===== config.mk =====
export PLATFORM = sky130hd
export DESIGN_NAME = tdr_queue
export DESIGN_NICKNAME = d
export VERILOG_FILES = /design/src/tdr_pkg.sv /design/src/tdr_queue.sv
export SDC_FILE = /design/constraint.sdc
export NUM_CORES = 1
export LEC_CHECK = 0
export ABC_CLOCK_PERIOD_IN_PS = 18000
export BUFFER_PORTS_ARGS = -buffer_cell sky130_fd_sc_hd__buf_2
export CAP_MARGIN = 20
export CORE_AREA = 2 2 395 397
export DETAILED_ROUTE_END_ITERATION = 8
export DIE_AREA = 0 0 397 399
export PLACE_DENSITY_LB_ADDON = 0.15
export RECOVER_POWER = 50
export SYNTH_ARGS = -nofsm -noshare
export SYNTH_HDL_FRONTEND = slang
export SYNTH_SLANG_ARGS = --single-unit

===== constraint.sdc =====
create_clock -name clk -period 18 [get_ports clk]
set_input_delay 4.5 -clock clk [delete_from_list [all_inputs] [get_ports clk]]
set_output_delay 4.5 -clock clk [all_outputs]
set_load 0.02 [all_outputs]

===== src/tdr_pkg.sv =====
package tdr_pkg;

  // action codes
  localparam logic [1:0] ACT_CLEAR = 2'd0;
  localparam logic [1:0] ACT_DRAW  = 2'd1;
  localparam logic [1:0] ACT_READ  = 2'd2;

  localparam int ZW     = 17;  // depth, Q1.16
  localparam int CW_CNT = 19;  // write count
  localparam int CRD_W  = 12;  // pixel coordinate, map up to 4096
  localparam int SW     = 21;  // edge step per pixel
  localparam int EW     = 36;  // edge value and area
  localparam int NW     = 56;  // depth numerator
  localparam int QBITS  = 17;  // quotient bits before saturation
  localparam int Q_DEPTH = 2;  // command queue entries

  localparam logic [ZW-1:0]     DEPTH_ONE = 17'd65536;
  localparam logic [CW_CNT-1:0] COUNT_MAX = 19'h7FFFF;

  typedef struct packed {
    logic [1:0]         action;
    logic signed [15:0] vertex_a_x;
    logic signed [15:0] vertex_a_y;
    logic [ZW-1:0]      vertex_a_z;
    logic signed [15:0] vertex_b_x;
    logic signed [15:0] vertex_b_y;
    logic [ZW-1:0]      vertex_b_z;
    logic signed [15:0] vertex_c_x;
    logic signed [15:0] vertex_c_y;
    logic [ZW-1:0]      vertex_c_z;
    logic [8:0]         read_col;
    logic [8:0]         read_row;
  } req_t;

  typedef struct packed {
    logic [1:0]        done_kind;
    logic [ZW-1:0]     depth_value;
    logic [CW_CNT-1:0] pixels_written;
  } rsp_t;

  // one classified command, with the triangle set up for stepping
  typedef struct packed {
    logic [1:0]           action;
    logic [8:0]           read_col;
    logic [8:0]           read_row;
    logic                 empty;
    logic                 area_zero;
    logic [CRD_W-1:0]     x0;
    logic [CRD_W-1:0]     y0;
    logic [CRD_W-1:0]     x1;
    logic [CRD_W-1:0]     y1;
    logic signed [EW-1:0] e1;
    logic signed [EW-1:0] e2;
    logic signed [EW-1:0] e3;
    logic signed [SW-1:0] dc1;
    logic signed [SW-1:0] dc2;
    logic signed [SW-1:0] dc3;
    logic signed [SW-1:0] dr1;
    logic signed [SW-1:0] dr2;
    logic signed [SW-1:0] dr3;
    logic signed [NW-1:0] num;
    logic signed [NW-1:0] dnc;
    logic signed [NW-1:0] dnr;
    logic [EW-1:0]        den;
  } cmd_t;

endpackage


===== src/tdr_queue.sv =====
module tdr_queue (
  input  logic          clk,
  input  logic          rst,
  input  logic          push_valid,
  output logic          push_ready,
  input  tdr_pkg::cmd_t push_data,
  output logic          pop_valid,
  input  logic          pop_ready,
  output tdr_pkg::cmd_t pop_data
);

  localparam int D  = tdr_pkg::Q_DEPTH;
  localparam int PW = $clog2(D);

  tdr_pkg::cmd_t slots [D];
  logic [PW-1:0] wptr, rptr;
  logic [PW:0]   count;
  logic          do_push, do_pop;

  assign push_ready = (count != (PW+1)'(D));
  assign pop_valid  = (count != '0);
  assign pop_data   = slots[rptr];
  assign do_push    = push_valid && push_ready;
  assign do_pop     = pop_valid && pop_ready;

  always_ff @(posedge clk) begin
    if (rst) begin
      wptr  <= '0;
      rptr  <= '0;
      count <= '0;
    end else begin
      if (do_push) begin
        wptr <= (wptr == PW'(D - 1)) ? '0 : wptr + 1'b1;
      end
      if (do_pop) begin
        rptr <= (rptr == PW'(D - 1)) ? '0 : rptr + 1'b1;
      end
      if (do_push && !do_pop) begin
        count <= count + 1'b1;
      end else if (do_pop && !do_push) begin
        count <= count - 1'b1;
      end
    end
  end

  always_ff @(posedge clk) begin
    if (do_push) begin
      slots[wptr] <= push_data;
    end
  end

endmodule


# Word-level counts from Yosys, hierarchy flattened

Memory sizes are Yosys's and may differ from the RTL's. A register that Yosys moved wholly into a read port is not among the register bits.
Cells that the tools add are included.

Bits of input ports: 512
Memories: 1
Bits in writable memories: 1016
Output and inout port bits: 510
Bits in registers: 4

Memory list:

| memory | depth | bits a word | rd ports | clocked after Yosys merged registers in | wr ports | RTL line        | RTL |
|---|---|---|---|---|---|---|---|
| slots  | 2     | 508         | 1        | 1                                       | 1        | tdr_queue.sv:15 | `tdr_pkg::cmd_t slots [D];` |

Equality and inequality tests: 1
Add/sub/neg operators: 4
Reduce and logical (&&, ||, !) cells: 8
Muxes and demuxes: 8

Operator list:

| operator                                                            | number |
|---|---|
| 1-bit two-way mux                                                   | 6 |
| 1-bit logical AND                                                   | 4 |
| 2-bit two-way mux                                                   | 2 |
| 2-bit nonzero test                                                  | 2 |
| 1-bit adder (second input constant)                                 | 2 |
| 2-bit by 1-bit adder with 2-bit output (second input constant)      | 1 |
| 1-bit zero test                                                     | 2 |
| 2-bit inequality test (second input constant)                       | 1 |
| 2-bit by 1-bit subtractor with 2-bit output (second input constant) | 1 |

# Depth between registers and ports, before layout

Word-level depth: 6
Mapped depth: 6
Gate-level depth less buffers: 6

# Worst setup path before layout

No wires, ideal clock.

Path type: input -> register
From: input push_valid
To: memory slots[1][0] in the netlist's numbering, enable pin
Path slack: 997 ps
Library setup time: 943 ps
Cell stages on the path: 1
Data required time: 17057 ps
Data arrival time: 16059 ps
Cell sequence: and3_1

Word-level cells in the longest chain between the ends: 3

RTL lines:

| what                                    | RTL line        | RTL |
|---|---|---|
| from (decl)                             | tdr_queue.sv:4  | `input logic push_valid,` |
| 1-bit logical AND                       | tdr_queue.sv:23 | `assign do_push = push_valid && push_ready;` |
| 1-bit two-way mux                       | tdr_queue.sv:47 | `if (do_push) begin` |
| 1-bit two-way mux (implied by the code) | tdr_queue.sv:48 | `slots[wptr] <= push_data;` |
| to (decl)                               | tdr_queue.sv:15 |  |

Every way passes these cells.

# Final worst setup path

From: input push_valid
To: memory slots[0][408] in the netlist's numbering, enable pin

The elaborated chain is that of the path after synthesis.

==> flow_summary_export.csv <==
group,metric,value,unit
pwr,p_leak,17.2,nW
logic_synthesis,syn_inst,1605,
floorplan,num_rows,144,
sta,rsz0062_at_grt,"no",
logic_synthesis,ys_ff_latch,1021,
clock_network,h-tree-depth,3,
setup_path,cp_slowest_cell,"clkinvlp_2",
logic_synthesis,synth_fa_ha_area_frac,0.000332,
setup_path,crit_fanout,109,
logic_synthesis,synth_area_leaders,"edfxtp_1, mux2_2, mux2_4",
logic_synthesis,synth_xor_area_frac,0.000698,
clock_network,cts_root_buffer,"clkbuf_16",
grt,grt_use_total,0.132,
floorplan,dieArea,158000,um2
min_path,hp-start,"rptr",
clock_network,cts_tree,"done",
setup_path,cp.arrival,11.68,ns
placement,place.gp.congestion,0.835,
logic_synthesis,ys_seq_area_frac,0.813,
sta,worst_pin_slew,5.22,ns
setup_path,r2r_slack,9.94,ns
clock_network,cts_buffers,114,
finish,final_nets,3219,
clock_network,clk_pin_slew,0.06,ns
sta,slew_violations,264,
sta,finalSetupTns,0,ns
setup_path,path_cells,"clkbuf_1 > nand3b_1 > clkinvlp_2 > buf_4 > buf_4 > buf_4",
sta,period_minus_slack,11.34,ns
clock_network,cts_resized,0,
route,drt_pass1_iterations,4,
route,drtIter0Drc,947,
sta,whs,0.519,ns
sta,finalCritPeriodShare,0.630,
finish,finish.utilization,0.315,
job,maxCapViolations,4,
setup_path,critPathBufInv,5,
route,vias,19500,
placement,dpl_cell_area,45100,um2
logic_synthesis,synth_top_family_by_area,"multiplexers",
grt,grt_max_degree,171,
logic_synthesis,syn_nets,2118,
run_status,violations,"capacitance limit, slew limit",
logic_synthesis,synth_compound_area_frac,0.000798,
placement,port_buffers,1021,
logic_synthesis,synth.largest_area_cell,"edfxtp_1",
pwr,peakVddDrop,0.0000752,V
grt,grt_pass1_vias,21000,
logic_synthesis,synth_area_per_cell,23.5,um2
logic_synthesis,ys_warn_count,0,
logic_synthesis,synth_mux_area_frac,0.172,
logic_synthesis,synth-simple-area-share,0.00133,
setup_path,setup.worst_path.class,"in2reg",
floorplan,coreArea,154000,um2
min_path,hold_path_depth,2,
finish,finalNonFillerCells,4867,
clock_network,cts.path.max_buffers,3,
sta,fmax,88.2,MHz
floorplan,die_y,399,um
setup_path,cpMostUsedCell,"buf_4",
setup_path,cp_data_required_time,18.34,ns
min_path,min_path_type,"reg2reg",
clock_network,worst_skew_pair.late_latency,0.72,ns
pwr,powerDensity,152,nW/um2
floorplan,start_util,0.245,
setup_path,r2r-start,"count[0]",
clock_network,holdBufCountCts,0,
setup_path,r2r_cells,6,
run_status,outcome,"complete, but fails checks",
sta,setup-violations-final,0,
finish,syn_to_final_growth,28.8,%
placement,dp_cells,4634,
logic_synthesis,synth_top_cell_area_share,0.811,
grt,antenna_found_initial,73,
setup_path,end_kind,"flop",
clock_network,clock_sink_count,1021,
floorplan,ios,1022,
grt,grt_pass1_wl,150,mm
logic_synthesis,synth_cell_types,20,
placement,dp_hpwl,80.2,mm
setup_path,cp-start-kind,"input pin",
route,routedWlPerCell,22.6,um
setup_path,slowest_delay,3.82,ns
route,viasPerCell,4.01,
route,remaining_drc_errors,0,
finish,layout-drive-gt1-share,0.507,
sta,finalHoldViolCount,0,
route,routed_wl,110,mm
finish,fillers,15200,
floorplan,die_w,397,um
grt,grt_overflow,0,
sta,timing.slew.headroom,-2.50,
clock_network,cts_setup_buffers,0,
sta,finClkSkew,0.0387,ns
setup_path,timing.rr.end,"slots[0][408]",
route,final_antenna_net_count,0,
finish,final_area,48500,um2
setup_path,cp_top_family,"buffers and inverters",
logic_synthesis,synth.cell_area,37600,um2
report_power, final:
part           leakage [nW]  switching, mW  internal [mW]
combinational          5.90           1.24          0.758
clock                  1.81          0.951           1.35
sequential             9.53         0.0864           2.99
total                  17.2           2.27           5.09
how the worst max path moves through the flow:
stage / startpoint / endpoint / slack (ns) / cells after the start
after global routing: push_valid / slots[0][358] / 5.76 / 6
after CTS: flop / pop_data[138] / 8.58 / 5
final: push_valid / slots[0][408] / 6.66 / 6
after floorplan: push_valid / slots[1][0] / 1.0 / 1
after detailed placement: push_valid / slots[0][408] / 9.38 / 6
after global placement: push_valid / slots[1][413] / 9.18 / 5
layout make-up:
cell class / count / area [um2] / share of cell area
tap: 2044 / 2560 / 0.0528
timing repair buffer: 1042 / 4910 / 0.101
clock inverter: 77 / 792 / 0.0163
antenna: 22 / 55.1 / 0.00114
inverter: 1 / 5.00 / 0.000103
multi-input combinational: 526 / 6590 / 0.136
sequential: 1021 / 30600 / 0.632
clock buffer: 134 / 2950 / 0.0608
cell families (layout without fill, tap and decap cells):
group,Yosys count,after routing
DFF,1021,1021
muxes,508,508
buffers and inverters,58,1254
and+or+nand+nor,9,9
AOI/OAI and AO/OA,5,5
xor gates and xnor gates,3,3
adders and majority gates,1,1
other,0,22
worst reg2reg max path, cell delays in order, from the launching register on:
cell and delay, ns:
dfxtp_1 0.35, nand2b_1 0.27, nand3b_1 0.18, clkinvlp_2 3.82, buf_4 1.89, buf_4 0.61
buf_4 0.50
per-layer routing:
layer / track usage / wire (um) / vias up
li1: - / - / 8693
met1: 0.131 / 37200 / 9708
met2: 0.234 / 57100 / 778
met3: 0.0645 / 11400 / 274
met4: 0.0562 / 3880 / 76
met5: 0 / 513 / -
registers in the layout, summed over array words and instances, names as in the netlist, named ones only:
name and cells:
slots 1016, count 2, rptr 1, wptr 1
cell usage after synthesis (all sizes together):
master,number
and2,1
nand3b,1
a21bo,1
a21oi,2
edfxtp,1016
xor2,3
o21ai,2
or2,1
or3,1
ha,1
nor2,3
inv,1
dfxtp,5
mux2,508
nand2b,1
buf,57
and3,1
per-stage QoR:
step	total power [mW]	worst slack, ns
floorplan	4.59	0.997
global placement	5.14	9.18
detailed placement	5.17	9.38
CTS	7.50	8.58
global route	7.68	5.76
finish	7.37	6.66
layout by cell type, fill, tap and decap left out, types with 3 or more instances in the layout:
cell type	n
clkinv_16	3
edfxtp_1	1016
bufinv_16	12
diode_2	22
dfxtp_1	4
mux2_2	308
buf_4	17
xor2_1	3
buf_2	722
clkbuf_16	115
inv_6	3
nor2_1	3
clkinv_1	26
clkbuf_1	319
clkinvlp_4	7
clkinv_2	21
mux2_4	200
No activity file was read; power rests on OpenSTA's default activity.
